$ cat src/rtl/assert_macros.svh
// Assertion helpers shared by the RTL.
`ifndef ASSERT_MACROS_SVH
`define ASSERT_MACROS_SVH

// Same-cycle implication, skipped while reset is high.
`define ASSERT_IMPL(label, clk, rst, ante, cons) \
  label: assert property (@(posedge clk) disable iff (rst) (ante) |-> (cons)) \
    else $error("assertion failed: implication");

// Next-cycle implication, skipped while reset is high.
`define ASSERT_NEXT(label, clk, rst, ante, cons) \
  label: assert property (@(posedge clk) disable iff (rst) (ante) |=> (cons)) \
    else $error("assertion failed: next-cycle implication");

`endif

$ cat src/rtl/ces_pkg.sv
package ces_pkg;

  localparam logic [15:0] EpochYear   = 16'd1970;
  // Leap years in years 1 through 1969.
  localparam logic [24:0] LeapsBefore = 25'd477;
  // ceil(2^17 / 25): exact floor(m / 25) for any 14-bit m.
  localparam logic [12:0] Recip25     = 13'd5243;
  localparam int          Recip25Sh   = 17;

  typedef struct packed {
    logic load;
    logic div_prev;
    logic div_cur;
    logic days;
    logic hour;
    logic minute;
    logic second;
  } ces_cmd_t;

  // Days before the start of a month in a common year; months past
  // December count the whole year.
  function automatic logic [8:0] days_before_month(input logic [3:0] m);
    logic [8:0] d;
    case (m) inside
      [4'd0:4'd1]:  d = 9'd0;
      4'd2:         d = 9'd31;
      4'd3:         d = 9'd59;
      4'd4:         d = 9'd90;
      4'd5:         d = 9'd120;
      4'd6:         d = 9'd151;
      4'd7:         d = 9'd181;
      4'd8:         d = 9'd212;
      4'd9:         d = 9'd243;
      4'd10:        d = 9'd273;
      4'd11:        d = 9'd304;
      4'd12:        d = 9'd334;
      default:      d = 9'd365;
    endcase
    return d;
  endfunction

endpackage

$ cat src/rtl/ces_ctrl.sv
`include "assert_macros.svh"

module ces_ctrl
  import ces_pkg::*;
(
  input  logic     clk,
  input  logic     rst,
  input  logic     start,
  output logic     busy,
  output ces_cmd_t cmd
);

  typedef enum logic [2:0] {
    IDLE, DIVA, DIVB, DAYS, HOUR, MINS, SECS
  } state_t;

  state_t   state;
  ces_cmd_t step;

  always_ff @(posedge clk) begin
    if (rst) begin
      state <= IDLE;
      busy  <= 1'b0;
      step  <= '0;
    end else begin
      step <= '0;
      case (state)
        IDLE: begin
          if (start) begin
            state         <= DIVA;
            busy          <= 1'b1;
            step.div_prev <= 1'b1;
          end
        end
        DIVA: begin
          state        <= DIVB;
          step.div_cur <= 1'b1;
        end
        DIVB: begin
          state     <= DAYS;
          step.days <= 1'b1;
        end
        DAYS: begin
          state     <= HOUR;
          step.hour <= 1'b1;
        end
        HOUR: begin
          state       <= MINS;
          step.minute <= 1'b1;
        end
        MINS: begin
          state       <= SECS;
          step.second <= 1'b1;
        end
        SECS: begin
          state <= IDLE;
          busy  <= 1'b0;
        end
        default: begin
          state <= IDLE;
          busy  <= 1'b0;
        end
      endcase
    end
  end

  always_comb begin
    cmd      = step;
    cmd.load = start && !busy;
  end

  `ASSERT_NEXT(a_start_enters_diva, clk, rst, start && !busy, state == DIVA)
  `ASSERT_NEXT(a_last_step_frees, clk, rst, cmd.second, !busy && state == IDLE)
  `ASSERT_IMPL(a_one_step, clk, rst, 1'b1, $onehot0(cmd))
  `ASSERT_IMPL(a_busy_tracks_state, clk, rst, 1'b1, busy == (state != IDLE))

endmodule

$ cat src/rtl/ces_dp.sv
module ces_dp
  import ces_pkg::*;
(
  input  logic        clk,
  input  logic        rst,
  input  ces_cmd_t    cmd,
  input  logic [15:0] cal_year,
  input  logic [3:0]  cal_month,
  input  logic [4:0]  cal_day,
  input  logic [4:0]  cal_hour,
  input  logic [5:0]  cal_minute,
  input  logic [5:0]  cal_second,
  output logic        done,
  output logic [40:0] epoch_seconds
);

  logic [15:0] year;
  logic [3:0]  month;
  logic [4:0]  day;
  logic [4:0]  hour;
  logic [5:0]  minute;
  logic [5:0]  second;
  logic [9:0]  q25_prev;
  logic [9:0]  q25_cur;
  logic [24:0] span365;
  logic [24:0] ydays;
  logic [40:0] acc;

  logic [15:0] year_m1;
  logic [15:0] span;
  logic [13:0] div_op;
  logic [26:0] div_prod;
  logic [9:0]  div_q;
  logic        after_epoch;
  logic        leap;
  logic [40:0] times60;

  assign year_m1     = year - 16'd1;
  assign span        = year - EpochYear;
  assign after_epoch = year > EpochYear;

  // Quarter of the year (or of the year before), divided by 25.
  assign div_op   = cmd.div_cur ? year[15:2] : year_m1[15:2];
  assign div_prod = 27'(div_op) * 27'(Recip25);
  assign div_q    = div_prod[Recip25Sh +: 10];

  // Divisible by 4; by 100 only when also by 400.
  assign leap = (year[1:0] == 2'd0) &&
                ((year[15:2] != (14'(q25_cur) * 14'd25)) || (q25_cur[1:0] == 2'd0));

  assign times60 = (acc << 6) - (acc << 2);

  always_ff @(posedge clk) begin
    if (cmd.load) begin
      year   <= cal_year;
      month  <= cal_month;
      day    <= cal_day;
      hour   <= cal_hour;
      minute <= cal_minute;
      second <= cal_second;
    end
    if (cmd.div_prev) begin
      q25_prev <= div_q;
      span365  <= after_epoch ? 25'(span) * 25'd365 : '0;
    end
    if (cmd.div_cur) begin
      q25_cur <= div_q;
      // n/4 - n/100 + n/400 for n = year - 1, minus leaps before 1970
      ydays   <= after_epoch ?
                 span365 + 25'(year_m1[15:2]) - 25'(q25_prev) + 25'(q25_prev[9:2])
                 - LeapsBefore : '0;
    end
    if (cmd.days) begin
      acc <= 41'(ydays) + 41'(days_before_month(month))
             + 41'(leap && (month >= 4'd3)) + 41'(day) - 41'd1;
    end
    if (cmd.hour) begin
      acc <= (acc << 4) + (acc << 3) + 41'(hour);
    end
    if (cmd.minute) begin
      acc <= times60 + 41'(minute);
    end
    if (cmd.second) begin
      epoch_seconds <= times60 + 41'(second);
    end
  end

  always_ff @(posedge clk) begin
    if (rst) begin
      done <= 1'b0;
    end else begin
      done <= cmd.second;
    end
  end

endmodule

$ cat src/rtl/calendar_to_epoch_seconds.sv
// Calendar time to seconds since 1970-01-01 00:00:00 (Gregorian rules).
//
// Command channel: drive the six calendar fields with start high; the word
// is taken at the rising edge where start is high and busy is low. busy
// then stays high while the conversion runs.
// Result channel: done pulses for exactly one cycle with epoch_seconds
// valid in that cycle. The receiver cannot stall; the result is simply
// there for that one cycle and must be captured then.
// Steps: the accepted word makes two passes through the shared
// divide-by-25 multiplier (year and year minus one), a day summation,
// then three shift-add scale steps for hours, minutes and seconds; done
// is registered from the last of these. busy falls in the done cycle, so
// the next start is taken at the edge that ends it; a new word is not
// taken before the current one is done.
// Reset (rst, synchronous, active high) returns the controller to idle and
// drops any conversion in flight; no result is produced for it.
// Out-of-range fields are not checked; day zero steps back modulo 2^41.
`include "assert_macros.svh"

module calendar_to_epoch_seconds
  import ces_pkg::*;
(
  input  logic        clk,
  input  logic        rst,
  input  logic        start,
  output logic        busy,
  input  logic [15:0] cal_year,
  input  logic [3:0]  cal_month,
  input  logic [4:0]  cal_day,
  input  logic [4:0]  cal_hour,
  input  logic [5:0]  cal_minute,
  input  logic [5:0]  cal_second,
  output logic        done,
  output logic [40:0] epoch_seconds
);

  // Step commands from the sequencer to the datapath.
  ces_cmd_t cmd;

  // Sequencer: one step per cycle, idle between words.
  ces_ctrl u_ctrl (
    .clk   (clk),
    .rst   (rst),
    .start (start),
    .busy  (busy),
    .cmd   (cmd)
  );

  // Datapath: capture the word, count days, scale to seconds.
  ces_dp u_dp (
    .clk           (clk),
    .rst           (rst),
    .cmd           (cmd),
    .cal_year      (cal_year),
    .cal_month     (cal_month),
    .cal_day       (cal_day),
    .cal_hour      (cal_hour),
    .cal_minute    (cal_minute),
    .cal_second    (cal_second),
    .done          (done),
    .epoch_seconds (epoch_seconds)
  );

  // A result only appears once the sequencer has let go.
  `ASSERT_IMPL(a_done_when_free, clk, rst, done, !busy)

endmodule

$ cat config.mk
export PLATFORM = sky130hd
export DESIGN_NAME = calendar_to_epoch_seconds
export DESIGN_NICKNAME = d
export VERILOG_FILES = /design/src/rtl/ces_pkg.sv /design/src/rtl/ces_ctrl.sv /design/src/rtl/ces_dp.sv /design/src/rtl/calendar_to_epoch_seconds.sv
export VERILOG_INCLUDE_DIRS = /design/src /design/src/rtl
export SDC_FILE = /design/constraint.sdc
export NUM_CORES = 1
export LEC_CHECK = 0
export ABC_AREA = 1
export BUFFER_PORTS_ARGS = -buffer_cell sky130_fd_sc_hd__clkbuf_2
export CAP_MARGIN = 20
export CELL_PAD_IN_SITES_DETAIL_PLACEMENT = 0
export CELL_PAD_IN_SITES_GLOBAL_PLACEMENT = 1
export CORE_MARGIN = 2
export CORE_UTILIZATION = 49
export CTS_CLUSTER_SIZE = 10
export DETAILED_ROUTE_END_ITERATION = 8
export MAX_ROUTING_LAYER = met4
export PLACE_DENSITY = 0.92
export RECOVER_POWER = 50
export SLEW_MARGIN = 20
export SYNTH_ARGS = -nofsm -noshare
export SYNTH_HDL_FRONTEND = slang
export SYNTH_HIERARCHICAL = 1
export SYNTH_SLANG_ARGS = --single-unit
export TNS_END_PERCENT = 50
$ cat constraint.sdc
create_clock -name clk -period 8.5 [get_ports clk]
set_input_delay 0.85 -clock clk [delete_from_list [all_inputs] [get_ports clk]]
set_output_delay 0.85 -clock clk [all_outputs]
set_load 0.03 [all_outputs]
==> results.cfg <==
[outcome]
status = finished with violations
violations = max-capacitance violations, max-slew violations

[hold_path]
hold_class = flop to flop

[sta]
slew_violations = 194
worstMarginPinSlew_ps = 2753
rsz0062_at_grt = false
timing.final.hold_violations = 0
clock_skew_ps = 23.99
period_needed_ps = 7123
finalSetupTns_ps = 0
fmax_mhz = 140.4
fin_ws_ps = 1377
setup-violations-final = 0
period_share_pct = 83.80
slew-limit-headroom_pct = -83.51

[cts]
htree_levels = 1
clkTransAtPathRegs_ps = 60
cts_made_buffers = 26
cts_buffer_depth = 3
postCtsHoldBufs = 0
post_cts_buffers = 0
cts_resized = 0
cts_tree = built
clk_latency_ps = 560
cts_root_buf = clkbuf_16
clock-sinks = 203

[yosys]
synth.most_common_cell = inv_1
synth.top_cells.by_count = 727 x inv_1, 688 x nand2_1, 405 x ha_1, 259 x nor2_1, 245 x a21oi_1
synth.area.top_cells = edfxtp_1 22%, ha_1 19%, fa_1 11%
synthFlopType = edfxtp_1
synth.cell_area_um2 = 26760
synth_top_area_share_pct = 21.54
synth_area_per_cell_um2 = 7.675
async_flop_share_pct = 0
synth_warnings = 6
yosysUniqueCellTypes = 57
synth_top_area_cell = edfxtp_1
synth_edf_count = 192
ys_seq_elements = 203
synthCells = 3487
synth-seq-area-share_pct = 22.37
synthesis.nets = 4087

[floorplanning]
die_w_um = 237.7
initial_core_util_pct = 49.63
rows = 85
die_h_um = 237.7
die_area_um2 = 56500
fp.coreArea_um2 = 53920
io_pins = 88

[final_layout]
seq_area_um2 = 5986
final_util_pct = 53.55
num-fill-cells = 5208
layout-drive-gt1-share_pct = 6.813
final_cells = 4307
multi_input_area_um2 = 17850
num_antenna_cells = 0
syn_to_final_growth_pct = 7.892
finalNetCount = 4191

[setup_path]
crit_fanout = 6
cp-start-kind = flop
end_kind = flop
worstPathArrival_ps = 7390
critPathRequiredTime_ps = 8770
worstSetupPathType = flop to flop

[drt]
vias = 22790
viasPerCell = 5.291
drc = 0
ant_nets = 0
wl_per_cell_um = 17.06
detail_route.first_pass.iterations = 6
drt_iter0_markers = 1506
drt_wl_total_um = 73470

[placement]
post-place-ws_ps = 1470
io_buffers = 87
place.gp.congestion = 0.9667
dp.cells = 4259
hpwl_um = 61920

[global_routing]
grt_pass1_vias = 22420
grt_max_degree = 54
grt_overflow = 0
grt_usage_pct = 26.97
grt_pass1_wl_um = 117400
antenna_found_initial = 0

[flow_run]
drv_cap = 5
metal layers:
metal	global-route usage (%)	vias up	wire length [µm]
met5	-	-	0
met4	9.129	0	2740
met3	2.102	124	3028
met2	47.33	556	36650
met1	32.74	10590	31050
li1	-	11520	-
cells by family (layout without fill, tap and decap cells):
group                      count (synthesis)  in the layout  synth area share [%]
DFF                                      203            203                 22.37
adders and majority gates                555            555                 30.16
buffers and inverters                    771            895                 10.89
AOI/OAI and AO/OA                        542            542                 11.07
xor gates and xnor gates                 121            121                 4.030
and+or+nand+nor                         1295           1295                 21.49
worst max-delay path, stage by stage (launching register included):
cell and delay (ps):
edfxtp_1 430, inv_1 220, ha_1 210, nand2_1 80
nor3_1 230, nand2_1 140, nor4_1 500, nand2_1 140
xor2_1 190, o21ai_1 480, inv_1 280, fa_1 530
ha_1 330, fa_1 470, fa_1 520, fa_1 490
ha_1 360, nand2_1 130, nor3_1 240, nand2_1 80
o211ai_1 390, a31oi_1 190, xor2_1 200
area by class of cell:
| cell class | count | area share, % |
|---|---|---|
| clock inverter | 4 | 0.1603 |
| timing repair buffer | 107 | 1.959 |
| sequential | 203 | 20.73 |
| clock buffer | 44 | 2.669 |
| tap | 696 | 3.016 |
| inverter | 740 | 9.633 |
| multi-input combinational | 2513 | 61.83 |
stage by stage:
stage	cell area, µm²	hold slack (ps)
floorplan	26760	400.3
global placement	28110	402.1
detailed placement	28110	407.1
CTS	28920	418.5
global route	28870	423.1
finish	28870	419.2
state kept, by name (all words and copies together), names as in the netlist, 3 cells and up:
register and count:
u_dp/minute 6, u_dp/acc 39, u_dp/q25_prev 10, u_ctrl/cmd 6, u_ctrl/state 3, u_dp/hour 5, u_dp/span365 25, u_dp/epoch_seconds 41
u_dp/month 4, u_dp/second 6, u_dp/ydays 25, u_dp/q25_cur 10, u_dp/day 5, u_dp/year 16
final timing paths:
check                                     from                    end  slack [ps]  cells after the start
worst max-delay path              u_dp/year[1]        u_dp/q25_cur[6]        1380                     22
worst min-delay path            u_dp/second[0]  u_dp/epoch_seconds[0]         420                      0
worst max register to register    u_dp/year[1]        u_dp/q25_cur[6]        1380                     22
worst min register to register  u_dp/second[0]  u_dp/epoch_seconds[0]         420                      0
layout by cell type, fill, tap and decap left out, types with 11 or more instances in the layout:
cell | synthesis | layout
a31oi_1 | 18 | 18
nor3_1 | 37 | 37
inv_1 | 727 | 727
xor2_1 | 95 | 95
nor2_4 | 13 | 14
dfxtp_1 | 11 | 11
buf_4 | 0 | 16
a21oi_1 | 245 | 246
nand2_1 | 688 | 688
nor4_1 | 12 | 13
nand3_2 | 16 | 15
nand3_1 | 145 | 146
fa_1 | 150 | 150
nand4_1 | 39 | 39
ha_1 | 405 | 405
o21ai_0 | 190 | 190
clkbuf_1 | 26 | 23
clkbuf_2 | 0 | 83
nor2_2 | 18 | 18
o21a_1 | 13 | 13
xnor2_1 | 25 | 25
nor2_1 | 259 | 258
o21bai_1 | 14 | 14
nand2_2 | 29 | 29
clkbuf_16 | 0 | 28
edfxtp_1 | 192 | 192
a21o_1 | 19 | 19
Power is not shown: default switching activity piles up to over one toggle a cycle in this logic, so the estimate is an artifact.
